### src/hdl/lsnr_pkg.sv
// Shared types and codes for the LIFO stack with negative removal.
package lsnr_pkg;

   localparam int unsigned WORD_W  = 32;
   localparam int unsigned COUNT_W = 7;
   localparam int unsigned RSP_W   = 48;

   typedef enum logic [1:0] {
      MODE_PUSH     = 2'd0,
      MODE_POP      = 2'd1,
      MODE_DROP_NEG = 2'd2,
      MODE_CLEAR    = 2'd3
   } mode_type;

   typedef enum logic [1:0] {
      STAT_OK     = 2'd0,
      STAT_EMPTY  = 2'd1,
      STAT_NO_NEG = 2'd2,
      STAT_FULL   = 2'd3
   } status_type;

   typedef enum logic {
      ST_IDLE,
      ST_SCAN
   } state_type;

   // shift command broadcast to every cell
   typedef struct packed {
      logic push;
      logic pop;
   } cmd_type;

   // search / close token handed from one cell to the next
   typedef struct packed {
      logic srch;
      logic clos;
   } tok_type;

   // per-cell result of a token visit
   typedef struct packed {
      logic miss;
      logic done;
   } rpt_type;

endpackage

### src/hdl/lsnr_cell.sv
// One stack slot: holds a word, shifts with its neighbors, carries the search token.
module lsnr_cell #(
   parameter int CNT_W = 7,
   parameter int IDX   = 0
) (
   input  logic                          clock,
   input  logic                          reset,
   input  lsnr_pkg::cmd_type             cmd,
   input  logic [CNT_W-1:0]              cnt,
   input  logic [lsnr_pkg::WORD_W-1:0]   up_val,
   input  logic [lsnr_pkg::WORD_W-1:0]   dn_val,
   input  lsnr_pkg::tok_type             tok_in,
   output logic [lsnr_pkg::WORD_W-1:0]   val_out,
   output lsnr_pkg::tok_type             tok_out,
   output lsnr_pkg::rpt_type             rpt
);

   localparam logic [CNT_W:0] IDX_P  = (CNT_W+1)'(IDX);
   localparam logic [CNT_W:0] NEXT_P = (CNT_W+1)'(IDX + 1);

   logic [lsnr_pkg::WORD_W-1:0] val_ff, val_in;
   lsnr_pkg::tok_type           tok_ff;
   logic                        here_vld, dn_vld;

   assign here_vld = IDX_P  < {1'b0, cnt};
   assign dn_vld   = NEXT_P < {1'b0, cnt};

   always_comb begin
      val_in  = val_ff;
      tok_out = '0;
      rpt     = '0;
      if (cmd.push) begin
         val_in = up_val;
      end else if (cmd.pop) begin
         val_in = dn_val;
      end
      if (tok_ff.srch) begin
         if (!here_vld) begin
            rpt.miss = 1'b1;
         end else if (val_ff[lsnr_pkg::WORD_W-1]) begin
            // first negative from the top: start closing the gap here
            val_in = dn_val;
            if (dn_vld) begin
               tok_out.clos = 1'b1;
            end else begin
               rpt.done = 1'b1;
            end
         end else begin
            tok_out.srch = 1'b1;
         end
      end
      if (tok_ff.clos) begin
         val_in = dn_val;
         if (dn_vld) begin
            tok_out.clos = 1'b1;
         end else begin
            rpt.done = 1'b1;
         end
      end
   end

   always_ff @(posedge clock) begin
      val_ff <= val_in;
      if (reset) begin
         tok_ff <= '0;
      end else begin
         tok_ff <= tok_in;
      end
   end

   assign val_out = val_ff;

endmodule

### src/hdl/lifo_stack_with_negative_removal.sv
// Top level: bounded LIFO stack built as a chain of cells, top of stack in cell 0.
//
//  channel | dir | handshake               | payload
//  req     | in  | req_tvalid / req_tready | tuser: mode; tdata: push_value
//  rsp     | out | rsp_tvalid / rsp_tready | tdata: popped_value, status, entry_count
//
// Push shifts every cell away from the top and pop toward it, in the cycle the
// request is taken; clear only resets the fill count. For remove-negative a
// token walks the chain one cell a cycle, searching down from the top, then
// closes the gap by pulling each lower word up as it passes. Reset clears the
// fill count, the state, the output valid flag and the cell tokens; stored
// words and result fields keep whatever they held. A stalled result waits in the
// output register and the next item is taken in the cycle it drains.
module lifo_stack_with_negative_removal #(
   parameter int STACK_DEPTH = 64
) (
   input  logic                       clock,
   input  logic                       reset,
   input  logic                       req_tvalid,
   output logic                       req_tready,
   input  logic [31:0]                req_tdata,   // [31:0] push_value
   input  logic [1:0]                 req_tuser,   // [1:0] mode
   output logic                       rsp_tvalid,
   input  logic                       rsp_tready,
   output logic [lsnr_pkg::RSP_W-1:0] rsp_tdata    // [31:0] popped_value,
                                                   // [33:32] status,
                                                   // [40:34] entry_count, rest zero
);

   localparam int CNT_W = $clog2(STACK_DEPTH + 1);
   localparam int W     = lsnr_pkg::WORD_W;
   localparam int CW    = lsnr_pkg::COUNT_W;
   localparam logic [CNT_W-1:0] DEPTH_C = CNT_W'(STACK_DEPTH);

   lsnr_pkg::state_type state_ff, state_in;
   logic [CNT_W-1:0]    cnt_ff, cnt_in;

   logic                    rsp_vld_ff, rsp_vld_in;
   logic [W-1:0]            rsp_val_ff, rsp_val_in;
   lsnr_pkg::status_type    rsp_st_ff, rsp_st_in;
   logic [CW-1:0]           rsp_cnt_ff, rsp_cnt_in;

   lsnr_pkg::mode_type  mode;
   logic                accept, start, miss_any, done_any, rsp_load;
   lsnr_pkg::cmd_type   cmd;

   logic [W-1:0]        cell_val [STACK_DEPTH];
   lsnr_pkg::tok_type   tok      [STACK_DEPTH+1];
   lsnr_pkg::rpt_type   rpt      [STACK_DEPTH];
   logic [STACK_DEPTH-1:0] miss_vec, done_vec;

   logic [CNT_W+CW-1:0] cnt_ext;

   assign mode   = lsnr_pkg::mode_type'(req_tuser);
   assign accept = req_tvalid && req_tready;

   // ---------------- cell chain ----------------
   assign tok[0].srch = start;
   assign tok[0].clos = 1'b0;

   for (genvar i = 0; i < STACK_DEPTH; i++) begin : g_cell
      logic [W-1:0] up_v, dn_v;
      if (i == 0) begin : g_top
         assign up_v = req_tdata;
      end else begin : g_mid
         assign up_v = cell_val[i-1];
      end
      if (i == STACK_DEPTH - 1) begin : g_bot
         assign dn_v = '0;
      end else begin : g_up
         assign dn_v = cell_val[i+1];
      end
      lsnr_cell #(
         .CNT_W (CNT_W),
         .IDX   (i)
      ) u_cell (
         .clock   (clock),
         .reset   (reset),
         .cmd     (cmd),
         .cnt     (cnt_ff),
         .up_val  (up_v),
         .dn_val  (dn_v),
         .tok_in  (tok[i]),
         .val_out (cell_val[i]),
         .tok_out (tok[i+1]),
         .rpt     (rpt[i])
      );
      assign miss_vec[i] = rpt[i].miss;
      assign done_vec[i] = rpt[i].done;
   end

   // search token falling off the bottom means no negative word was found
   assign miss_any = (|miss_vec) || tok[STACK_DEPTH].srch;
   assign done_any = |done_vec;

   // ---------------- next state ----------------
   always_comb begin
      state_in = state_ff;
      unique case (state_ff)
         lsnr_pkg::ST_IDLE: begin
            if (start) state_in = lsnr_pkg::ST_SCAN;
         end
         lsnr_pkg::ST_SCAN: begin
            if (miss_any || done_any) state_in = lsnr_pkg::ST_IDLE;
         end
         default: state_in = lsnr_pkg::ST_IDLE;
      endcase
   end

   // ---------------- outputs / datapath control ----------------
   always_comb begin
      req_tready = (state_ff == lsnr_pkg::ST_IDLE) && (!rsp_vld_ff || rsp_tready);
      cmd        = '0;
      start      = 1'b0;
      rsp_load   = 1'b0;
      cnt_in     = cnt_ff;
      rsp_val_in = '0;
      rsp_st_in  = lsnr_pkg::STAT_OK;
      if (state_ff == lsnr_pkg::ST_IDLE) begin
         if (accept) begin
            rsp_load = 1'b1;
            unique case (mode)
               lsnr_pkg::MODE_PUSH: begin
                  if (cnt_ff >= DEPTH_C) begin
                     rsp_st_in = lsnr_pkg::STAT_FULL;
                  end else begin
                     cmd.push = 1'b1;
                     cnt_in   = cnt_ff + CNT_W'(1);
                  end
               end
               lsnr_pkg::MODE_POP: begin
                  if (cnt_ff == '0) begin
                     rsp_st_in = lsnr_pkg::STAT_EMPTY;
                  end else begin
                     cmd.pop    = 1'b1;
                     cnt_in     = cnt_ff - CNT_W'(1);
                     rsp_val_in = cell_val[0];
                  end
               end
               lsnr_pkg::MODE_DROP_NEG: begin
                  if (cnt_ff == '0) begin
                     rsp_st_in = lsnr_pkg::STAT_EMPTY;
                  end else begin
                     // result comes when the token finishes its walk
                     start    = 1'b1;
                     rsp_load = 1'b0;
                  end
               end
               lsnr_pkg::MODE_CLEAR: begin
                  cnt_in = '0;
               end
               default: ;
            endcase
         end
      end else begin
         if (done_any) begin
            rsp_load = 1'b1;
            cnt_in   = cnt_ff - CNT_W'(1);
         end else if (miss_any) begin
            rsp_load  = 1'b1;
            rsp_st_in = lsnr_pkg::STAT_NO_NEG;
         end
      end
      rsp_vld_in = rsp_load || (rsp_vld_ff && !rsp_tready);
   end

   // count reported masked to its field width
   assign cnt_ext    = {{CW{1'b0}}, cnt_in};
   assign rsp_cnt_in = cnt_ext[CW-1:0];

   always_ff @(posedge clock) begin
      if (rsp_load) begin
         rsp_val_ff <= rsp_val_in;
         rsp_st_ff  <= rsp_st_in;
         rsp_cnt_ff <= rsp_cnt_in;
      end
      if (reset) begin
         state_ff   <= lsnr_pkg::ST_IDLE;
         cnt_ff     <= '0;
         rsp_vld_ff <= 1'b0;
      end else begin
         state_ff   <= state_in;
         cnt_ff     <= cnt_in;
         rsp_vld_ff <= rsp_vld_in;
      end
   end

   assign rsp_tvalid = rsp_vld_ff;
   assign rsp_tdata  = {{(lsnr_pkg::RSP_W - W - 2 - CW){1'b0}},
                        rsp_cnt_ff, rsp_st_ff, rsp_val_ff};

endmodule
### config.mk
export PLATFORM = sky130hd
export DESIGN_NAME = lifo_stack_with_negative_removal
export DESIGN_NICKNAME = d
export VERILOG_FILES = /design/src/hdl/lsnr_pkg.sv /design/src/hdl/lsnr_cell.sv /design/src/hdl/lifo_stack_with_negative_removal.sv
export SDC_FILE = /design/constraint.sdc
export NUM_CORES = 2
export LEC_CHECK = 0
export ABC_AREA = 1
export ABC_CLOCK_PERIOD_IN_PS = 6500
export BUFFER_PORTS_ARGS = -buffer_cell sky130_fd_sc_hd__buf_2
export CORE_UTILIZATION = 56
export CTS_CLUSTER_SIZE = 12
export DETAILED_ROUTE_END_ITERATION = 12
export PLACE_DENSITY = 0.81
export SYNTH_ARGS = -nofsm -noshare
export SYNTH_HDL_FRONTEND = slang
export SYNTH_SLANG_ARGS = --single-unit
### constraint.sdc
create_clock -name clock -period 6.5 [get_ports clock]
set_clock_uncertainty 0.2 [all_clocks]
set_input_delay 0.325 -clock clock [delete_from_list [all_inputs] [get_ports clock]]
set_output_delay 0.325 -clock clock [all_outputs]
set_load 0.02 [all_outputs]
Word-level counts from Yosys, hierarchy flattened

Cells that the tools add are included.

Register bits after elaboration: 2,225
Input port bits: 38
Output and inout port bits: 50
Logic and storage cells: 1,720

$add $sub $neg: 2
Order comparisons: 66
Equality and inequality tests: 3
Mux-type cells: 1,245
Bitwise operators: 129
Reduce and logical (&&, ||, !) cells: 78

Operators with widths:

| cell                | count |
|---|---|
| $mux 32             | 383 |
| $mux 1              | 781 |
| $lt 6x7->1 const A  | 32 |
| $reduce_or 3->1     | 63 |
| $mux 2              | 73 |
| $not 1->1           | 129 |
| $reduce_or 64->1    | 2 |
| $lt 5x7->1 const A  | 16 |
| $lt 4x7->1 const A  | 8 |
| $mux 7              | 5 |
| $lt 3x7->1 const A  | 4 |
| $pmux 7 s3          | 1 |
| $lt 1x7->1 const A  | 2 |
| $lt 2x7->1 const A  | 2 |
| $add 7x1->7 const B | 1 |
| $ge 7x7->1 const B  | 1 |
| $logic_not 7->1     | 1 |
| $lt 7x7->1 const A  | 1 |
| $sub 7x1->7 const B | 1 |
| $eq 2x2->1 const B  | 2 |
| $logic_or 1x1->1    | 4 |
| $pmux 2 s2          | 1 |
| $reduce_or 4->1     | 1 |
| $logic_and 1x1->1   | 3 |
| other kinds (5)     | 6 |

Logic depth before layout (Yosys ltp)

Depth in word-level cells: 12
Depth in mapped cells: 20
Mapped depth without buffers: 18

Least setup slack after synthesis

OpenSTA, ideal clock, no wires.

Path kind: register -> register
Start: reg cnt_ff[2]
End: reg rsp_cnt_ff[0], enable pin
Setup time: 0.538 ns
Arrival: 2.558 ns
Required time: 5.762 ns
Setup slack: 3.204 ns
Cell stages (with the launch flop): 17
Path buffers: 2
Clock period less this slack: 3.296 ns
Path through: dfxtp_1 buf_4 inv_1 buf_4 nand2_2 nor2_1 nand2_1 nand2_1 inv_1 nand2_1 nand3_1 nor2_1 nand2_1 nor2_4 nand3_1 nand2_1 nand2_1

Longest elaborated chain between the ends: 10
Elaborated cells on any way between the ends: 462
Classes of those cells: order compare (65); mux (393); reduce/logical (4)

RTL lines:

| element                            | line                                    | text |
|---|---|---|
| start: declaration                 | lifo_stack_with_negative_removal.sv:36  | `logic [CNT_W-1:0] cnt_ff, cnt_in;` |
| start signal: assignment           | lifo_stack_with_negative_removal.sv:183 | `cnt_ff <= cnt_in;` |
| $lt 1x7->1 (tied with other cells) | lsnr_cell.sv:25, lsnr_cell.sv:26        |  |
| $mux 1, on equally long branches   | lsnr_cell.sv:38, lsnr_cell.sv:43        |  |
| $mux 1                             | lsnr_cell.sv:40                         | `end else if (val_ff[lsnr_pkg::WORD_W-1]) begin` |
| $mux 1                             | lsnr_cell.sv:38                         | `if (!here_vld) begin` |
| $mux 2                             | lsnr_cell.sv:37                         | `if (tok_ff.srch) begin` |
| $mux 1                             | lsnr_cell.sv:54                         | `if (dn_vld) begin` |
| $mux 1                             | lsnr_cell.sv:52                         | `if (tok_ff.clos) begin` |
| $reduce_or 64->1                   | lifo_stack_with_negative_removal.sv:94  | `assign done_any = \|done_vec;` |
| $mux 1                             | lifo_stack_with_negative_removal.sv:156 | `if (done_any) begin` |
| $mux 1 (*)                         | lifo_stack_with_negative_removal.sv:119 | `if (state_ff == lsnr_pkg::ST_IDLE) begin` |
| via rsp_load                       | lifo_stack_with_negative_removal.sv:44  | `logic accept, start, miss_any, done_any, rsp_load;` |
| end signal: assignment             | lifo_stack_with_negative_removal.sv:175 | `rsp_cnt_ff <= rsp_cnt_in;` |
| end: declaration                   | lifo_stack_with_negative_removal.sv:41  | `logic [CW-1:0] rsp_cnt_ff, rsp_cnt_in;` |

The timed path passes the listed nets; every way through them passes the cells marked *.
A chain may end at the register's enable or synchronous reset.

Worst setup path after layout

Start: reg state_ff
End: reg g_cell[8].u_cell.val_ff (netlist bit g_cell[8].u_cell.val_out[12])

Longest elaborated chain between the ends: 11

RTL lines:

| element                              | line                                    | text |
|---|---|---|
| start: declaration                   | lifo_stack_with_negative_removal.sv:35  | `lsnr_pkg::state_type state_ff, state_in;` |
| start signal: assignment             | lifo_stack_with_negative_removal.sv:178 | `state_ff <= lsnr_pkg::ST_IDLE;` |
| start signal: assignment             | lifo_stack_with_negative_removal.sv:182 | `state_ff <= state_in;` |
| $not 1->1                            | n/a                                     |  |
| $logic_and 1x1->1                    | lifo_stack_with_negative_removal.sv:112 | `req_tready = (state_ff == lsnr_pkg::ST_IDLE) && (!rsp_vld_ff \|\| rsp_tready);` |
| $logic_and 1x1->1                    | lifo_stack_with_negative_removal.sv:55  | `assign accept = req_tvalid && req_tready;` |
| $mux 2                               | lifo_stack_with_negative_removal.sv:120 | `if (accept) begin` |
| $mux 2 (*)                           | lifo_stack_with_negative_removal.sv:119 |  |
| $mux 32                              | lsnr_cell.sv:34                         | `end else if (cmd.pop) begin` |
| $mux 32 (*)                          | lsnr_cell.sv:32                         | `if (cmd.push) begin` |
| $mux 32                              | lsnr_cell.sv:40                         |  |
| $mux 32                              | lsnr_cell.sv:38                         |  |
| $mux 32 (*)                          | lsnr_cell.sv:37                         |  |
| $mux 32 (*)                          | lsnr_cell.sv:52                         |  |
| via g_cell[8].u_cell.val_in, one bit | lsnr_cell.sv:21                         | `logic [lsnr_pkg::WORD_W-1:0] val_ff, val_in;` |
| end signal: assignment               | lsnr_cell.sv:63                         | `val_ff <= val_in;` |
| end: declaration                     | lsnr_cell.sv:21                         |  |

Marks and branches as above.

==> run summary <==
status: finished with violations
failing checks: max-slew violations
Tot GR Track Use: 27.4%
Die H: 399 um
fmax: 191 MHz
pwr/cell area: 472 mW/mm^2
Root Buffer: clkbuf_16
Nets: 10,100
count of cell types in the netlist: 48
Setup CP Type: flip-flop to flip-flop
Final setup viols: 0
largest net degree at the start of global routing: 276
first-pass GRT wire length: 374,000 um
Pre-antenna DRT Iters: 8
Final WS setup: 1270 ps
CTS tree: built
Max Fanout on Critical Path: 275
DP Worst Slack: 1510 ps
initial antenna violation count: 4
warnings from Yosys: 0
H-Tree Level Count: 4
Routed WL: 229,000 um
Area Growth Syn to Fin: 6.44%
most frequent cells in the layout: a21oi_1, dfxtp_1, o22ai_1, nand2_1, inv_1
slew margin rel.: -6.92%
WP data arrival: 5770 ps
full die area: 0.159 mm^2
Worst setup SP type: flip-flop
post-layout min period: 5230 ps
total number of vias: 79,800
slew of the pin with the lowest slew margin: 1600 ps
Yosys reg bits: 2,225
leak pwr: 0.0326 uW
sequential element share of the synthesized area: 50.9%
Iter 0 DRT Violations: 8,694
# clock sinks: 2,225
Critical Path RT: 7040 ps
FP Rows: 145
die width: 399 um
final global-route overflow total: 0
Initial Utilization: 56.5%
layout cells sized above 1: 4.88%
commonest non-fill, non-tap cell in the layout: a21oi_1
Finished Core Util: 60.2%
Post-Synthesis Cell Area: 0.0884 mm^2
wire length per cell: 18.9 um
synthesized area per cell: 8.25 um^2
Hold Crit Class: primary input to flip-flop
Buffers on Ports: 80
vias in the first global route: 74,400
clock transition at the registers of the reported paths: 60 ps
clk_lat worst skew: 840 ps
Num CTS Buffers: 213
area of the core: 0.156 mm^2
RSZ-0062 raised after global routing: false
CP Capture Type: flip-flop
clk buf depth: 3
max-cap violation count: 0
Slew Viols, Final: 163
GP Congestion: 0.917
Via density: 6.56
boundary pin count: 88
Syn Inst Count: 10,700
Setup TNS: 0 ps
VDD IR max: 0.000343 V
final hold vios: 0
DRC viols: 0
Routed Antenna Nets: 0
Final HPWL DP: 133,000 um
period utilization: 80.4%
post_cts resized: 0
-- flip-flops by register name (all words and copies together), names as in the netlist --
register / flops
cnt_ff: 7
g_cell.u_cell.tok_ff: 127
g_cell.u_cell.val_out: 2048
rsp_cnt_ff: 7
rsp_st_ff: 2
rsp_tvalid: 1
rsp_val_ff: 32
state_ff: 1
-- final cells by class --
type	instances	area [um^2]
Antenna cell	2	5.00
Clock buffer	294	5920
Clock inverter	17	310
Fill cell	13300	62300
Inverter	320	1200
Multi-Input combinational cell	7030	37300
Sequential cell	2225	45000
Tap cell	2058	2570
Timing Repair Buffer	218	1860
-- report_power, final --
part	internal [uW]	switching, uW	total, uW	leakage [uW]
combinational	4120	4440	8560	0.0111
sequential	19500	4940	24400	0.0185
clock	6340	5090	11400	0.00302
total	29900	14500	44400	0.0326
-- path summary, 6_finish.rpt --
path,end,start,cells after the start,slack [ps]
setup reg to reg,g_cell[8].u_cell.val_out[12],state_ff,9,1270
hold / removal,g_cell[0].u_cell.val_out[5],req_tdata[5],6,190
setup / recovery,g_cell[8].u_cell.val_out[12],state_ff,9,1270
hold reg to reg,g_cell[11].u_cell.tok_ff[1],g_cell[10].u_cell.tok_ff[1],2,260
-- routing by layer --
layer | global-route usage [%] | part of all wire, % | vias up
li1 | - | - | 38400
met1 | 37.0 | 44 | 38200
met2 | 45.1 | 48 | 2693
met3 | 3.72 | 6.0 | 439
met4 | 8.94 | 2.5 | 2
met5 | 0 | 0.0048 | -
-- through the flow --
stage                     power (uW)  instance area (um^2)  hold slack [ps]  instances
final                          44400                 94100              187      12200
after global routing           46800                 94100              141      12200
after CTS                      44300                 94100             94.7      12200
after detailed placement       32900                 87500              253      11800
after global placement         32300                 87500              238      11800
after floorplan                29900                 88400              211      10700
-- Yosys cell counts (all sizes together) --
cell	n	share of area, %
edfxtp	41	1.4
xnor2	1	0.0099
nor2	207	0.93
a211oi	1	0.0085
nand3b	14	0.12
ha	8	0.11
buf	629	3.5
nor4b	17	0.17
o21a	1	0.0099
xor2	1	0.0099
a31o	1	0.0099
dfxtp	2184	49
a21boi	1	0.0085
a22o	8	0.079
o22ai	1990	14
clkbuf	515	2.2
o21bai	4	0.034
nand2	492	2.1
o221ai	1	0.0099
nand3	138	0.79
and2	1	0.0071
and3	1	0.0071
o311ai	1	0.0099
clkinv	1	0.0042
nor3b	3	0.025
a21oi	3882	22
o211ai	5	0.042
a2111oi	1	0.0099
nand4	11	0.078
nor3	80	0.45
a31oi	1	0.0071
a22oi	17	0.14
o21ai	125	0.72
inv	319	1.4
o2111ai	1	0.0099
conb	1	0.0042
nor4	9	0.064
-- worst max-delay path: stages (launching register included) --
cell,delay [ps]
dfxtp_1,860
a21oi_1,180
nand2_1,460
inv_1,190
nand3_4,170
buf_12,510
buf_12,790
buf_4,880
o22ai_1,200
a21oi_1,210
-- what timing repair did --
| item | in CTS | in global routing |
|---|---|---|
| hold endpoints to repair | 77 | 0 |
| buffers inserted | 0 | 0 |
| hold buffers | 39 | 0 |
-- logic make-up after synthesis --
logic type	after synthesis	synth area share (%)
buf+inv	1464	7.09
flops	2225	50.9
xor+xnor	2	0.0198
simple gates	973	4.75
fa+ha+maj	8	0.113
other cells	1	0.00424
compound gates	6040	37.2
Note: power is estimated with default switching activity, not from simulation.
